==> config.mk <==
export PLATFORM = sky130hd
export DESIGN_NAME = signed_decimal_integer_scanner_unit
export DESIGN_NICKNAME = d
export VERILOG_FILES = /design/src/design/sdis_pkg.sv /design/src/design/signed_decimal_integer_scanner_unit.sv /design/src/design/sdis_front.sv /design/src/design/sdis_back.sv
export SDC_FILE = /design/constraint.sdc
export NUM_CORES = 1
export LEC_CHECK = 0
export BUFFER_PORTS_ARGS = -buffer_cell sky130_fd_sc_hd__buf_2
export CAP_MARGIN = 10
export CORE_ASPECT_RATIO = 1.5
export CORE_MARGIN = 5
export CORE_UTILIZATION = 56
export DETAILED_ROUTE_END_ITERATION = 7
export PLACE_DENSITY = 0.77
export SLEW_MARGIN = 0
export SYNTH_ARGS = -nofsm -noshare
export SYNTH_HDL_FRONTEND = slang
export SYNTH_HIERARCHICAL = 1
export SYNTH_SLANG_ARGS = --single-unit
==> constraint.sdc <==
create_clock -name clk -period 6.11 [get_ports clk]
set_input_delay 1.833 -clock clk [delete_from_list [all_inputs] [get_ports clk]]
set_output_delay 1.833 -clock clk [all_outputs]
set_load 0.1 [all_outputs]
==> src/design/sdis_pkg.sv <==
// shared types, codes and constants of the signed decimal integer scanner
package sdis_pkg;

	localparam longint unsigned MAX_CHARS = 64'd65535;
	localparam logic [15:0] POS_LIMIT = (MAX_CHARS < 64'd65535) ? 16'(MAX_CHARS) : 16'hFFFF;

	localparam int QUEUE_DEPTH = 4;
	localparam int QUEUE_AW = $clog2(QUEUE_DEPTH);

	localparam logic [63:0] SIGNED_MAX = 64'h7FFF_FFFF_FFFF_FFFF;
	localparam logic [63:0] SIGNED_MIN_MAG = 64'h8000_0000_0000_0000;
	localparam logic [63:0] WRAP_LIMIT = 64'd1844674407370955161;

	localparam logic [20:0] CP_ZERO = 21'h30;
	localparam logic [20:0] CP_NINE = 21'h39;
	localparam logic [20:0] CP_PLUS = 21'h2B;
	localparam logic [20:0] CP_MINUS = 21'h2D;

	localparam logic [1:0] ST_VALID = 2'd0;
	localparam logic [1:0] ST_TOO_LARGE = 2'd1;
	localparam logic [1:0] ST_INVALID = 2'd2;
	localparam logic [1:0] ST_OVERFLOW = 2'd3;

	localparam logic CMD_CHAR = 1'b0;
	localparam logic CMD_END = 1'b1;

	typedef enum logic [2:0] {
		KIND_DIGIT = 3'd0,
		KIND_PLUS = 3'd1,
		KIND_MINUS = 3'd2,
		KIND_OTHER = 3'd3,
		KIND_END = 3'd4
	} kind_t;

	typedef struct packed {
		logic cmd;
		logic [20:0] code_point;
	} in_word_t;

	typedef struct packed {
		kind_t kind;
		logic [3:0] digit;
	} cls_word_t;

	typedef struct packed {
		logic [1:0] status;
		logic trailing_garbage;
		logic [63:0] number_bits;
		logic [15:0] consumed;
	} out_word_t;

endpackage

==> src/design/signed_decimal_integer_scanner_unit.sv <==
// top level of the signed decimal integer scanner
// Takes one character word per cycle while not full (optional sign, then decimal
// digits, then an end word) and gives one result word per string: status,
// trailing-garbage flag, 64-bit two's complement value and consumed count.
// Sustained rate is one input word per clock while the result queue has room; it
// is set by the back stage, which does the times-ten add and wrap check of the
// 64-bit accumulator combinationally. The back stage acts on a queued word once
// the result queue has room; the result of the word that ends a scan is registered
// into the result queue, which drives the result ports. Front queue holds four words
// and the result queue two, so either side may stall without blocking the other.
module signed_decimal_integer_scanner_unit (
	input logic clk,
	input logic arst_n,
	input logic push,
	output logic full,
	input sdis_pkg::in_word_t in_word,
	output logic empty,
	input logic pop,
	output sdis_pkg::out_word_t out_word
);

	logic q_valid;
	logic q_pop;
	sdis_pkg::cls_word_t q_word;

	sdis_front u_front (
		.clk(clk),
		.arst_n(arst_n),
		.push(push),
		.full(full),
		.in_word(in_word),
		.q_valid(q_valid),
		.q_pop(q_pop),
		.q_word(q_word)
	);

	sdis_back u_back (
		.clk(clk),
		.arst_n(arst_n),
		.q_valid(q_valid),
		.q_pop(q_pop),
		.q_word(q_word),
		.empty(empty),
		.pop(pop),
		.out_word(out_word)
	);

endmodule

==> src/design/sdis_front.sv <==
// front part: classifies incoming characters and queues them for the back part
module sdis_front (
	input logic clk,
	input logic arst_n,
	input logic push,
	output logic full,
	input sdis_pkg::in_word_t in_word,
	output logic q_valid,
	input logic q_pop,
	output sdis_pkg::cls_word_t q_word
);

	sdis_pkg::cls_word_t mem [sdis_pkg::QUEUE_DEPTH];
	logic [sdis_pkg::QUEUE_AW-1:0] wptr_q;
	logic [sdis_pkg::QUEUE_AW-1:0] rptr_q;
	logic [sdis_pkg::QUEUE_AW:0] count_q;
	sdis_pkg::cls_word_t cls;
	logic accept;
	logic take;

	always_comb begin
		cls.digit = in_word.code_point[3:0];
		if (in_word.cmd == sdis_pkg::CMD_END) begin
			cls.kind = sdis_pkg::KIND_END;
		end else if (in_word.code_point >= sdis_pkg::CP_ZERO &&
				in_word.code_point <= sdis_pkg::CP_NINE) begin
			cls.kind = sdis_pkg::KIND_DIGIT;
		end else if (in_word.code_point == sdis_pkg::CP_PLUS) begin
			cls.kind = sdis_pkg::KIND_PLUS;
		end else if (in_word.code_point == sdis_pkg::CP_MINUS) begin
			cls.kind = sdis_pkg::KIND_MINUS;
		end else begin
			cls.kind = sdis_pkg::KIND_OTHER;
		end
	end

	assign full = (count_q == (sdis_pkg::QUEUE_AW+1)'(sdis_pkg::QUEUE_DEPTH));
	assign accept = push && !full;
	assign q_valid = (count_q != '0);
	assign take = q_pop && q_valid;
	assign q_word = mem[rptr_q];

	always_ff @(posedge clk) begin
		if (accept) begin
			mem[wptr_q] <= cls;
		end
	end

	always_ff @(posedge clk or negedge arst_n) begin
		if (!arst_n) begin
			wptr_q <= '0;
			rptr_q <= '0;
			count_q <= '0;
		end else begin
			if (accept) begin
				wptr_q <= wptr_q + 1'b1;
			end
			if (take) begin
				rptr_q <= rptr_q + 1'b1;
			end
			count_q <= count_q + (sdis_pkg::QUEUE_AW+1)'(accept)
				- (sdis_pkg::QUEUE_AW+1)'(take);
		end
	end

endmodule

==> src/design/sdis_back.sv <==
// back part: scan state, times-ten accumulation, result build and result queue
module sdis_back (
	input logic clk,
	input logic arst_n,
	input logic q_valid,
	output logic q_pop,
	input sdis_pkg::cls_word_t q_word,
	output logic empty,
	input logic pop,
	output sdis_pkg::out_word_t out_word
);

	typedef enum logic [2:0] {
		PH_INIT = 3'b001,
		PH_SIGN = 3'b010,
		PH_VALUE = 3'b100
	} phase_t;

	phase_t phase_q;
	logic negative_q;
	logic [63:0] acc_q;
	logic [15:0] pos_q;
	logic finished_q;

	sdis_pkg::out_word_t omem [2];
	logic wptr_q;
	logic rptr_q;
	logic [1:0] ocount_q;

	logic go;
	logic pop_acc;
	logic emit;
	logic by_char;
	logic [15:0] pos_adv;
	logic [15:0] pos_back1;
	logic [63:0] acc_x10;
	logic wraps;
	sdis_pkg::out_word_t conc;
	sdis_pkg::out_word_t res;

	phase_t phase_d;
	logic negative_d;
	logic [63:0] acc_d;
	logic [15:0] pos_d;
	logic finished_d;

	assign empty = (ocount_q == 2'd0);
	assign pop_acc = pop && !empty;
	assign go = q_valid && ((ocount_q != 2'd2) || pop);
	assign q_pop = go;
	assign out_word = omem[rptr_q];

	assign by_char = (q_word.kind != sdis_pkg::KIND_END);
	assign pos_adv = (pos_q < sdis_pkg::POS_LIMIT) ? pos_q + 16'd1 : pos_q;
	assign pos_back1 = (pos_q != 16'd0) ? pos_q - 16'd1 : 16'd0;
	assign acc_x10 = {acc_q[60:0], 3'b000} + {acc_q[62:0], 1'b0} + {60'd0, q_word.digit};
	assign wraps = (acc_q > sdis_pkg::WRAP_LIMIT) ||
		(acc_q == sdis_pkg::WRAP_LIMIT && q_word.digit > 4'd5);

	// outcome when the scan ends at a stop character or the end marker
	always_comb begin
		conc.trailing_garbage = 1'b0;
		conc.number_bits = '0;
		conc.consumed = pos_q;
		conc.status = sdis_pkg::ST_VALID;
		case (phase_q)
			PH_INIT: begin
				conc.status = sdis_pkg::ST_INVALID;
			end
			PH_SIGN: begin
				conc.status = sdis_pkg::ST_INVALID;
				conc.consumed = pos_back1;
			end
			default: begin
				if (!negative_q) begin
					conc.status = (acc_q > sdis_pkg::SIGNED_MAX) ?
						sdis_pkg::ST_TOO_LARGE : sdis_pkg::ST_VALID;
					conc.trailing_garbage = by_char;
					conc.number_bits = acc_q;
				end else if (acc_q > sdis_pkg::SIGNED_MIN_MAG) begin
					conc.status = sdis_pkg::ST_OVERFLOW;
					conc.consumed = pos_back1;
				end else begin
					conc.trailing_garbage = by_char;
					conc.number_bits = 64'd0 - acc_q;
				end
			end
		endcase
	end

	always_comb begin
		phase_d = phase_q;
		negative_d = negative_q;
		acc_d = acc_q;
		pos_d = pos_q;
		finished_d = finished_q;
		emit = 1'b0;
		res = conc;
		if (q_word.kind == sdis_pkg::KIND_END) begin
			emit = !finished_q;
			phase_d = PH_INIT;
			negative_d = 1'b0;
			acc_d = '0;
			pos_d = '0;
			finished_d = 1'b0;
		end else if (!finished_q) begin
			case (q_word.kind)
				sdis_pkg::KIND_DIGIT: begin
					pos_d = pos_adv;
					if (wraps) begin
						finished_d = 1'b1;
						emit = 1'b1;
						res.status = sdis_pkg::ST_OVERFLOW;
						res.trailing_garbage = 1'b0;
						res.number_bits = '0;
						res.consumed = (pos_adv >= 16'd2) ? pos_adv - 16'd2 : 16'd0;
					end else begin
						acc_d = acc_x10;
						phase_d = PH_VALUE;
					end
				end
				sdis_pkg::KIND_PLUS, sdis_pkg::KIND_MINUS: begin
					if (phase_q == PH_INIT) begin
						pos_d = pos_adv;
						phase_d = PH_SIGN;
						negative_d = (q_word.kind == sdis_pkg::KIND_MINUS);
					end else begin
						finished_d = 1'b1;
						emit = 1'b1;
					end
				end
				default: begin
					finished_d = 1'b1;
					emit = 1'b1;
				end
			endcase
		end
	end

	always_ff @(posedge clk or negedge arst_n) begin
		if (!arst_n) begin
			phase_q <= PH_INIT;
			negative_q <= 1'b0;
			acc_q <= '0;
			pos_q <= '0;
			finished_q <= 1'b0;
		end else if (go) begin
			phase_q <= phase_d;
			negative_q <= negative_d;
			acc_q <= acc_d;
			pos_q <= pos_d;
			finished_q <= finished_d;
		end
	end

	always_ff @(posedge clk) begin
		if (go && emit) begin
			omem[wptr_q] <= res;
		end
	end

	always_ff @(posedge clk or negedge arst_n) begin
		if (!arst_n) begin
			wptr_q <= 1'b0;
			rptr_q <= 1'b0;
			ocount_q <= 2'd0;
		end else begin
			if (go && emit) begin
				wptr_q <= !wptr_q;
			end
			if (pop_acc) begin
				rptr_q <= !rptr_q;
			end
			ocount_q <= ocount_q + 2'(go && emit) - 2'(pop_acc);
		end
	end

endmodule
== Word level (Yosys, flattened, before mapping) ==
Memory sizes are Yosys's and may differ from the RTL's.
Cells that the tools add are included.
W data, S select, Z words.
Storage, ports and cells
  logic and storage cells: 124
  input bits: 26
  RAM bits: 194
  output and inout bits: 85
  memories kept: 2
  flip-flop bits (word level): 96
Memory list
  u_back.omem: words 2, bits a word 83, rd ports 1, clocked after Yosys merged registers in 0, write ports 1, line sdis_back.sv:25  | sdis_pkg::out_word_t omem [2];
  u_front.mem: words 4, bits a word 7, rd ports 1, clocked after Yosys merged registers in 0, write ports 1, line sdis_front.sv:13  | sdis_pkg::cls_word_t mem [sdis_pkg::QUEUE_DEPTH];
Operators by class
  reductions and logical operators: 28
  order comparisons: 8
  mux-type cells: 48
  equality and inequality tests: 15
  add/sub/neg operators: 12
Operators by type and width (count)
  $mux W83: 4
  $mux W64: 4
  $mux W65: 2
  $mux W16: 8
  $mux W67: 1
  $add A64 B4 Y64: 1
  $add A64 B64 Y64: 1
  $eq A64 B61 Y1 const B: 1
  $gt A64 B61 Y1 const B: 1
  $gt A64 B63 Y1 const B: 1
  $gt A64 B64 Y1 const B: 1
  $pmux W16 S2: 2
  $sub A1 B64 Y64 const A: 1
  $eq A21 B6 Y1 const B: 2
  $ge A21 B6 Y1 const B: 1
  $le A21 B6 Y1 const B: 1
  $mux W3: 7
  $add A16 B1 Y16 const B: 1
  $ge A16 B2 Y1 const B: 1
  $lt A16 B16 Y1 const B: 1
  $mux W1: 16
  $reduce_bool A16 Y1: 1
  $sub A16 B1 Y16 const B: 1
  $sub A16 B2 Y16 const B: 1
  other kinds (25): 50

== Logic depth before layout (Yosys ltp) ==
Gate-level depths: netlist of run 1.
An unclocked memory read counts as a cell.
  depth in word-level cells: 11
  gate-level depth with buffers: 17
  mapped depth without buffers: 16

== By module ==
Netlist of run 1, hierarchy kept.
Modules (own cells, without submodules)
  sdis_back: area each 17286.6 um2, cells each 1766, times used 1, seq. area each 7213.2 um2
  sdis_front: area each 1517.7 um2, cells each 89, times used 1, seq. area each 1016.0 um2

== Worst setup path after synthesis of run 1 ==
OpenSTA, ideal clock, no wires.
  path type: reg-to-reg
  start point: reg u_back.acc_q[17]
  end point: mem u_back/omem[0][0] in the netlist's numbering, enable pin
  data required time: 5585 ps
  stages on the path, launching flop included: 11
  arrival time: 6195 ps
  slack: -610 ps
  path buffers: 2
  clock period less this slack: 6720 ps
  library setup time: 525 ps
  cells stage by stage: dfrtp_1 > clkbuf_1 > or4_1 > or4_1 > o21ai_1 > a21oi_1 > or3_1 > a31o_2 > or3_1 > clkbuf_1 > nor2_1
Between the ends
  cells in the longest elaborated chain, start to end: 10
  elaborated cells between the ends (all ways): 11
  classes of those cells: order compare: 1; eq/ne: 1; mux: 6; reduce/logical: 3
RTL lines
  from (decl): line sdis_back.sv:21  | logic [63:0] acc_q;
  from (signal assigned): line sdis_back.sv:144  | acc_q <= '0;
  from (signal assigned): line sdis_back.sv:150  | acc_q <= acc_d;
  branches (longest 2 deep; another with $gt A64 B61 Y1)
  $logic_or A1 B1 Y1 *: line sdis_back.sv:57  | assign wraps = (acc_q > sdis_pkg::WRAP_LIMIT) ||
  $mux W1 *: line sdis_back.sv:110  | if (wraps) begin
  $pmux W1 S2 *: line sdis_back.sv:107  | case (q_word.kind)
  $mux W1 *: line sdis_back.sv:106  | end else if (!finished_q) begin
  $mux W1 *: line sdis_back.sv:99  | if (q_word.kind == sdis_pkg::KIND_END) begin
  $logic_and A1 B1 Y1 *: line sdis_back.sv:157  | if (go && emit) begin
  $mux W1 *: line sdis_back.sv:157
  $mux W1 (not written as such) *: line sdis_back.sv:158  | omem[wptr_q] <= res;
  to (decl): line sdis_back.sv:25
Mark *: on every way between the ends.

==> run summary, run 1 <==
Post-DP Area: 0.0196 mm2
Total global routing overflow: 0
Number of global-route vias before repair: 14,801
Synth area leader: edfxtp_1
Register area share after synthesis: 0.438
Area grow syn2layout: 9.49%
Cells on worst reg2reg path: 13
CP startpoint: u_front/rptr_q[0]
CTS tree: done
Max-cap violation count: 0
Routability congestion estimate: 0.953
Worst path arrival time: 5340 ps
DIE HEIGHT: 234 um
Synth Flop Type: edfxtp_1
Post-synth EDFFs: 194
Initial core utilization: 0.564
Yosys cell types: 89
Post-DP HPWL: 36,200 um
Max Fclk: 204 MHz
Async SR Flop Fraction: 0.331
I/O Buffers: 110
Pins over their slew limit: 0
CP Max Fanout: 9
Remaining antenna violation count: 0
Startpoint types: flip-flop
Clock buffer depth: 3
Reg-to-reg startpoint: u_front/rptr_q[0]
Worst Setup EP: u_back/acc_q[56]
Core area: 0.0333 mm2
Total CTS buffers: 28
Initial antenna violation count: 0
PnR worst setup slack: 1200 ps
Minimum clock period: 4910 ps
Hold Path Class: flip-flop to flip-flop
Post-layout nets: 2,069
Worst Hold Launch: u_back/ocount_q[0]
Placed Instances: 2,295
I/O pin count: 111
Final instance area: 0.0206 mm2
Post-cts hold buffer count: 0
Ant diodes: 0
Yosys top cell area share: 0.310
Worst-margin pin slew: 1120 ps
Syn Area/Cell: 10.1 um2
Most common cell after layout, fill and taps aside: edfxtp_1
Max rail drop VDD: 447 uV
Final core utilization: 0.617
Total GRT Usage: 0.257
Status: finished, final reports clean
1st-pass router iterations: 5
Most frequent cells in the layout: edfxtp_1, nand2_1, nor2_1
Unrepaired setup endpoints after global routing: no
FF+latch area: 0.00823 mm2
Largest net degree at the start of global routing: 110
Synthesis warning total: 6
CP endpoint kind: flip-flop
WL final: 49,300 um
Clock sink count: 290
Die area: 0.0374 mm2
Tcrit/Tclk final: 0.804
Setup Viol. Count Final: 0
Fill cell instance count of the final layout: 2,681
Synth area leaders: edfxtp_1, dfrtp_1, ha_1
CTS clk-pin slew, worst paths: 60 ps
Clock latency at the later pin of the worst-skew pair: 550 ps
Global-route wire length before repair: 78,200 um
DRT iter0 DRCs: 1,246
Post-route DRC violation count: 0
Hold Vio Cnt, Final: 0
Total Neg Setup Slack: 0 ps
Gate count after technology mapping: 1,855
Total leakage power: 8.65 nW
Req. time, crit path: 6540 ps
Critical path type: flip-flop to flip-flop
Pwr Density: 468 mW/mm2
Hold_ws: 555 ps
Root Driver: clkbuf_16
Synth Cell Area: 0.0188 mm2
Post-Place Worst Slack: 1270 ps
Share of cells above drive strength 1: 0.157
Final cell count without fillers: 2,347
CTS H-tree depth: 1
Reg2Reg Setup Slack: 1200 ps
Via/cell ratio: 6.32
R2R Path End: u_back/acc_q[56]
Post-cts resize count: 0
Syn nets: 2,019
Die width: 160 um
Max_slew headroom: 0.251
Routed vias: 14,823
Design Power: 9.64 mW
Area occupied by multi-input gates: 0.0101 mm2
Post-CTS setup buffer count: 0
#FFs+latches synth: 290
Skew final: 9.61 ps
Routed length per instance: 21.0 um
# rows: 82
[Yosys cell counts (12+ instances only)]
cell / number
nand2_1: 169
nand2b_1: 12
nor2b_1: 12
edfxtp_1: 194
o22ai_1: 15
o31ai_1: 68
inv_1: 35
mux2_2: 86
xnor2_1: 52
ha_1: 135
nand4_1: 24
a21o_1: 39
dfrtp_1: 95
a21oi_1: 95
nand3_1: 51
nor3_1: 41
nor2_1: 158
or3_1: 22
clkbuf_1: 94
o21a_1: 12
xor2_1: 91
o21ai_0: 114
and3_1: 19
nor4_1: 16
[flip-flops by register name, indices dropped and copies added (netlist names)]
| register | cells |
|---|---|
| u_front/rptr_q | 2 |
| u_front/mem | 28 |
| u_back/finished_q | 1 |
| u_back/acc_q | 64 |
| u_back/rptr_q | 1 |
| u_back/pos_q | 16 |
| u_back/omem | 166 |
| u_front/wptr_q | 2 |
| u_back/phase_q | 3 |
| u_back/ocount_q | 2 |
| u_back/wptr_q | 1 |
| u_front/count_q | 3 |
| u_back/negative_q | 1 |
[worst min-delay path by stage]
stage	endpoint	slack [ps]	depth (start not counted)
6_report	u_back/ocount_q[0]	560	1
5_1_grt	u_back/ocount_q[0]	570	1
4_1_cts	u_back/ocount_q[0]	560	1
3_5_place_dp	u_back/ocount_q[0]	550	1
3_3_place_gp	u_back/ocount_q[0]	520	1
2_1_floorplan	u_back/wptr_q	470	1
[metal layers]
layer / vias up / wire [um] / global-route usage
li1: 7020 / - / -
met1: 7209 / 18900 / 0.298
met2: 484 / 26100 / 0.485
met3: 110 / 2350 / 0.0259
met4: 0 / 1970 / 0.105
met5: - / 0 / 0
[power breakdown]
group | internal, mW | leakage [nW] | switching [mW]
clock network | 1.05 | 0.464 | 0.743
logic | 1.29 | 5.09 | 3.66
registers | 2.53 | 3.10 | 0.365
[cell type report]
type	count	share of cell area
Clock buffer	37	0.0372
Inverter	36	0.00656
Timing Repair Buffer	125	0.0335
Clock inverter	15	0.00863
Tap cell	420	0.0255
Sequential cell	290	0.400
Multi-Input combinational cell	1424	0.489
[critical path, cell delays in order (launching register included)]
cell and delay [ps]:
dfrtp_1 690, mux4_2 630, fa_1 440, ha_1 320, nor2b_1 170, o31ai_1 440
a21oi_1 230, a21o_1 250, or3_1 370, a31oi_1 420, o21ai_0 280, a41oi_1 300
xor2_1 150, o21ai_0 80
[kinds of logic (layout without fill, tap and decap cells)]
| logic type | after synthesis | in the layout | share of synthesized area |
|---|---|---|---|
| multiplexers | 97 | 97 | 0.0620 |
| AO/OA/AOI/OAI | 453 | 453 | 0.157 |
| XOR/XNOR | 143 | 143 | 0.0666 |
| flip-flops | 290 | 290 | 0.438 |
| AND/OR/NAND/NOR | 593 | 593 | 0.155 |
| buffers and inverters | 141 | 213 | 0.0292 |
| adder cells (fa/ha/maj) | 138 | 138 | 0.0930 |
Note: power is estimated with default switching activity, not from simulation.
==> run 2, diff against run 1 <==
- ABC_AREA: not set -> 1
- CORE_UTILIZATION: 56 -> 57
- PLACE_DENSITY: 0.77 -> 0.78
- clock period: 6.11 -> 4.4 ns (I/O delays scaled with it)
==> run summary, run 2 <==
Top Registers: u_back/omem: 166 flops, u_back/acc_q: 64 flops, u_front/mem: 28 flops (unchanged)
PnR worst setup slack: 614 ps (was 1200 ps)
Total GRT Usage: 0.310 (was 0.257)
Syn Area/Cell: 7.11 um2 (was 10.1 um2)
Hold Vio Cnt, Final: 0 (unchanged)
Post-DP Area: 0.0227 mm2 (was 0.0196 mm2)
Die area: 0.0421 mm2 (was 0.0374 mm2)
Share of cells above drive strength 1: 0.0801 (was 0.157)
Clock sink count: 290 (unchanged)
Total global routing overflow: 0 (unchanged)
Skew final: 15.5 ps (was 9.61 ps)
Number of global-route vias before repair: 19,930 (was 14,801)
Post-cts hold buffer count: 0 (unchanged)
Area grow syn2layout: 8.62% (was 9.49%)
Routability congestion estimate: 1.00 (was 0.953)
Post-Synth XOR/XNOR Area: 0.0452 (was 0.0666)
Post-layout nets: 3,300 (was 2,069)
#FFs+latches synth: 290 (unchanged)
Syn nets: 3,215 (was 2,019)
Gate count after technology mapping: 3,051 (was 1,855)
Synth Flop Type: edfxtp_1 (unchanged)
Unrepaired setup endpoints after global routing: no (unchanged)
CP Max Fanout: 16 (was 9)
Simple-Gate Fraction of Synth Area: 0.340 (was 0.155)
Final cell count without fillers: 3,646 (was 2,347)
Post-Place Worst Slack: 689 ps (was 1270 ps)
CTS tree: done (unchanged)
Max_slew headroom: 0.423 (was 0.251)
CP endpoint kind: flip-flop (unchanged)
Remaining antenna violation count: 0 (unchanged)
Startpoint types: flip-flop (unchanged)
DIE HEIGHT: 249 um (was 234 um)
Most frequent cells in the layout: nand2_1, inv_1, nor2_1 (was edfxtp_1, nand2_1, nor2_1)
Compound-cell area share of the yosys netlist: 0.0673 (was 0.157)
WL final: 66,500 um (was 49,300 um)
Hold Path Class: flip-flop to flip-flop (unchanged)
Total CTS buffers: 29 (was 28)
Tcrit/Tclk final: 0.861 (was 0.804)
# rows: 87 (was 82)
Req. time, crit path: 4840 ps (was 6540 ps)
Initial antenna violation count: 0 (unchanged)
Combinational family with the most area after synthesis: simple AND/OR/NAND/NOR gates (was compound AO/OA/AOI/OAI gates)
I/O pin count: 111 (unchanged)
Yosys cell types: 52 (was 89)
Post-cts resize count: 0 (unchanged)
Design Power: 19.2 mW (was 9.64 mW)
Post-DP HPWL: 52,000 um (was 36,200 um)
Hold_ws: 470 ps (was 555 ps)
Synthesis warning total: 6 (unchanged)
Global-route wire length before repair: 104,000 um (was 78,200 um)
Clock buffer depth: 3 (unchanged)
Critical path type: flip-flop to flip-flop (unchanged)
Final core utilization: 0.625 (was 0.617)
I/O Buffers: 110 (unchanged)
Final instance area: 0.0235 mm2 (was 0.0206 mm2)
Biggest register: u_back/omem (unchanged)
Post-route DRC violation count: 0 (unchanged)
Routed vias: 20,140 (was 14,823)
Most frequent cell after synthesis: nand2_1 (was edfxtp_1)
Worst-margin pin slew: 865 ps (was 1120 ps)
Commonest cells post-synth: nand2_1, inv_1, nor2_1, edfxtp_1, nand3_1 (was edfxtp_1, nand2_1, nor2_1, ha_1, o21ai_0)
Initial core utilization: 0.576 (was 0.564)
Status: finished, final reports clean (unchanged)
Setup Viol. Count Final: 0 (unchanged)
Synth area leader: edfxtp_1 (unchanged)
1st-pass router iterations: 8 (was 5)
Most common cell after layout, fill and taps aside: nand2_1 (was edfxtp_1)
Post-synthesis mux area share: 0 (was 0.0620)
Die width: 169 um (was 160 um)
Via/cell ratio: 5.52 (was 6.32)
Post-CTS setup buffer count: 0 (unchanged)
Largest net degree at the start of global routing: 84 (was 110)
Area occupied by multi-input gates: 0.0116 mm2 (was 0.0101 mm2)
Synth area leaders: edfxtp_1, nand2_1, dfrtp_1 (was edfxtp_1, dfrtp_1, ha_1)
Routed length per instance: 18.2 um (was 21.0 um)
FF+latch area: 0.00823 mm2 (about the same)
Post-Synth Adder-Cell Area: 0.0807 (was 0.0930)
CTS clk-pin slew, worst paths: 70 ps (was 60 ps)
Minimum clock period: 3790 ps (was 4910 ps)
Pwr Density: 815 mW/mm2 (was 468 mW/mm2)
Async SR Flop Fraction: 0.331 (unchanged)
Register area share after synthesis: 0.380 (was 0.438)
Fill cell instance count of the final layout: 3,530 (was 2,681)
Placed Instances: 3,594 (was 2,295)
Worst path arrival time: 4220 ps (was 5340 ps)
Synth Cell Area: 0.0217 mm2 (was 0.0188 mm2)
Max Fclk: 264 MHz (was 204 MHz)
Clock latency at the later pin of the worst-skew pair: 570 ps (was 550 ps)
Max-cap violation count: 0 (unchanged)
Total Neg Setup Slack: 0 ps (unchanged)
Max reg flops: 166 (unchanged)
Yosys top cell area share: 0.269 (was 0.310)
Ant diodes: 0 (unchanged)
Max rail drop VDD: 871 uV (was 447 uV)
Post-synth EDFFs: 194 (unchanged)
Core area: 0.0377 mm2 (was 0.0333 mm2)
DRT iter0 DRCs: 1,543 (was 1,246)
CTS H-tree depth: 1 (unchanged)
Root Driver: clkbuf_16 (unchanged)
Total leakage power: 12.1 nW (was 8.65 nW)
Pins over their slew limit: 0 (unchanged)
## run 2: cell count changes in the layout (fill, tap and decap cells not counted), sizes merged, moves of 65 or more
cell and delta:
inv +360, mux2 -86, nand2 +960, nand3 +124, nor2 +209, o31ai -65
## run 2: cell families (layout without fill, tap and decap cells)
family	after synthesis	count (layout)
DFF	290	290
adders and majority gates	138	138
AOI/OAI and AO/OA	270	270
buffers and inverters	470	576
and+or+nand+nor	1771	1771
xor gates and xnor gates	112	112
## run 2: routing by layer
layer	part of all wire	global-route usage	up-vias
met5	0	0	-
met4	0.063	0.169	0
met3	0.045	0.0225	194
met2	0.50	0.555	676
met1	0.39	0.366	9369
li1	-	-	9901
## run 2: critical path, stage by stage, from the launching register on
cell and delay, ps:
dfrtp_1 640, inv_2 220, o21ai_0 210, o22ai_1 140
fa_1 600, inv_1 70, fa_1 450, inv_1 90
nand3_1 70, nand3_1 170, nand3_1 100, nand3_1 160
nand2_1 80, nand2_1 240, nand3_1 150, nand2_1 100
nand2_1 50, nand3_1 50, o21ai_0 80
## run 2: cell type report
class / count / share of cell area
flip-flops and latches: 290 / 0.350
inverters: 395 / 0.0631
multi-input cells: 2291 / 0.491
repair buffers: 129 / 0.0327
clock inverters: 15 / 0.00473
clock buffers: 37 / 0.0329
well taps: 489 / 0.0260
## run 2: final timing paths
check / start / endpoint / slack [ps] / cells past startpoint
hold / removal: u_back/phase_q[0] / u_back/phase_q[0] / 470 / 2
setup reg to reg: u_front/rptr_q[0] / u_back/acc_q[62] / 610 / 18
hold reg to reg: u_back/phase_q[0] / u_back/phase_q[0] / 470 / 2
setup / recovery: u_front/rptr_q[0] / u_back/acc_q[62] / 610 / 18
min in group asynchronous: arst_n / u_back/pos_q[7] / 860 / 1
max in group asynchronous: arst_n / u_back/phase_q[1] / 2740 / 2
## run 2: where the power goes
part	switching, mW	internal, mW
combinational	9.17	2.79
clock	1.09	1.26
sequential	0.634	4.25
total	10.9	8.30
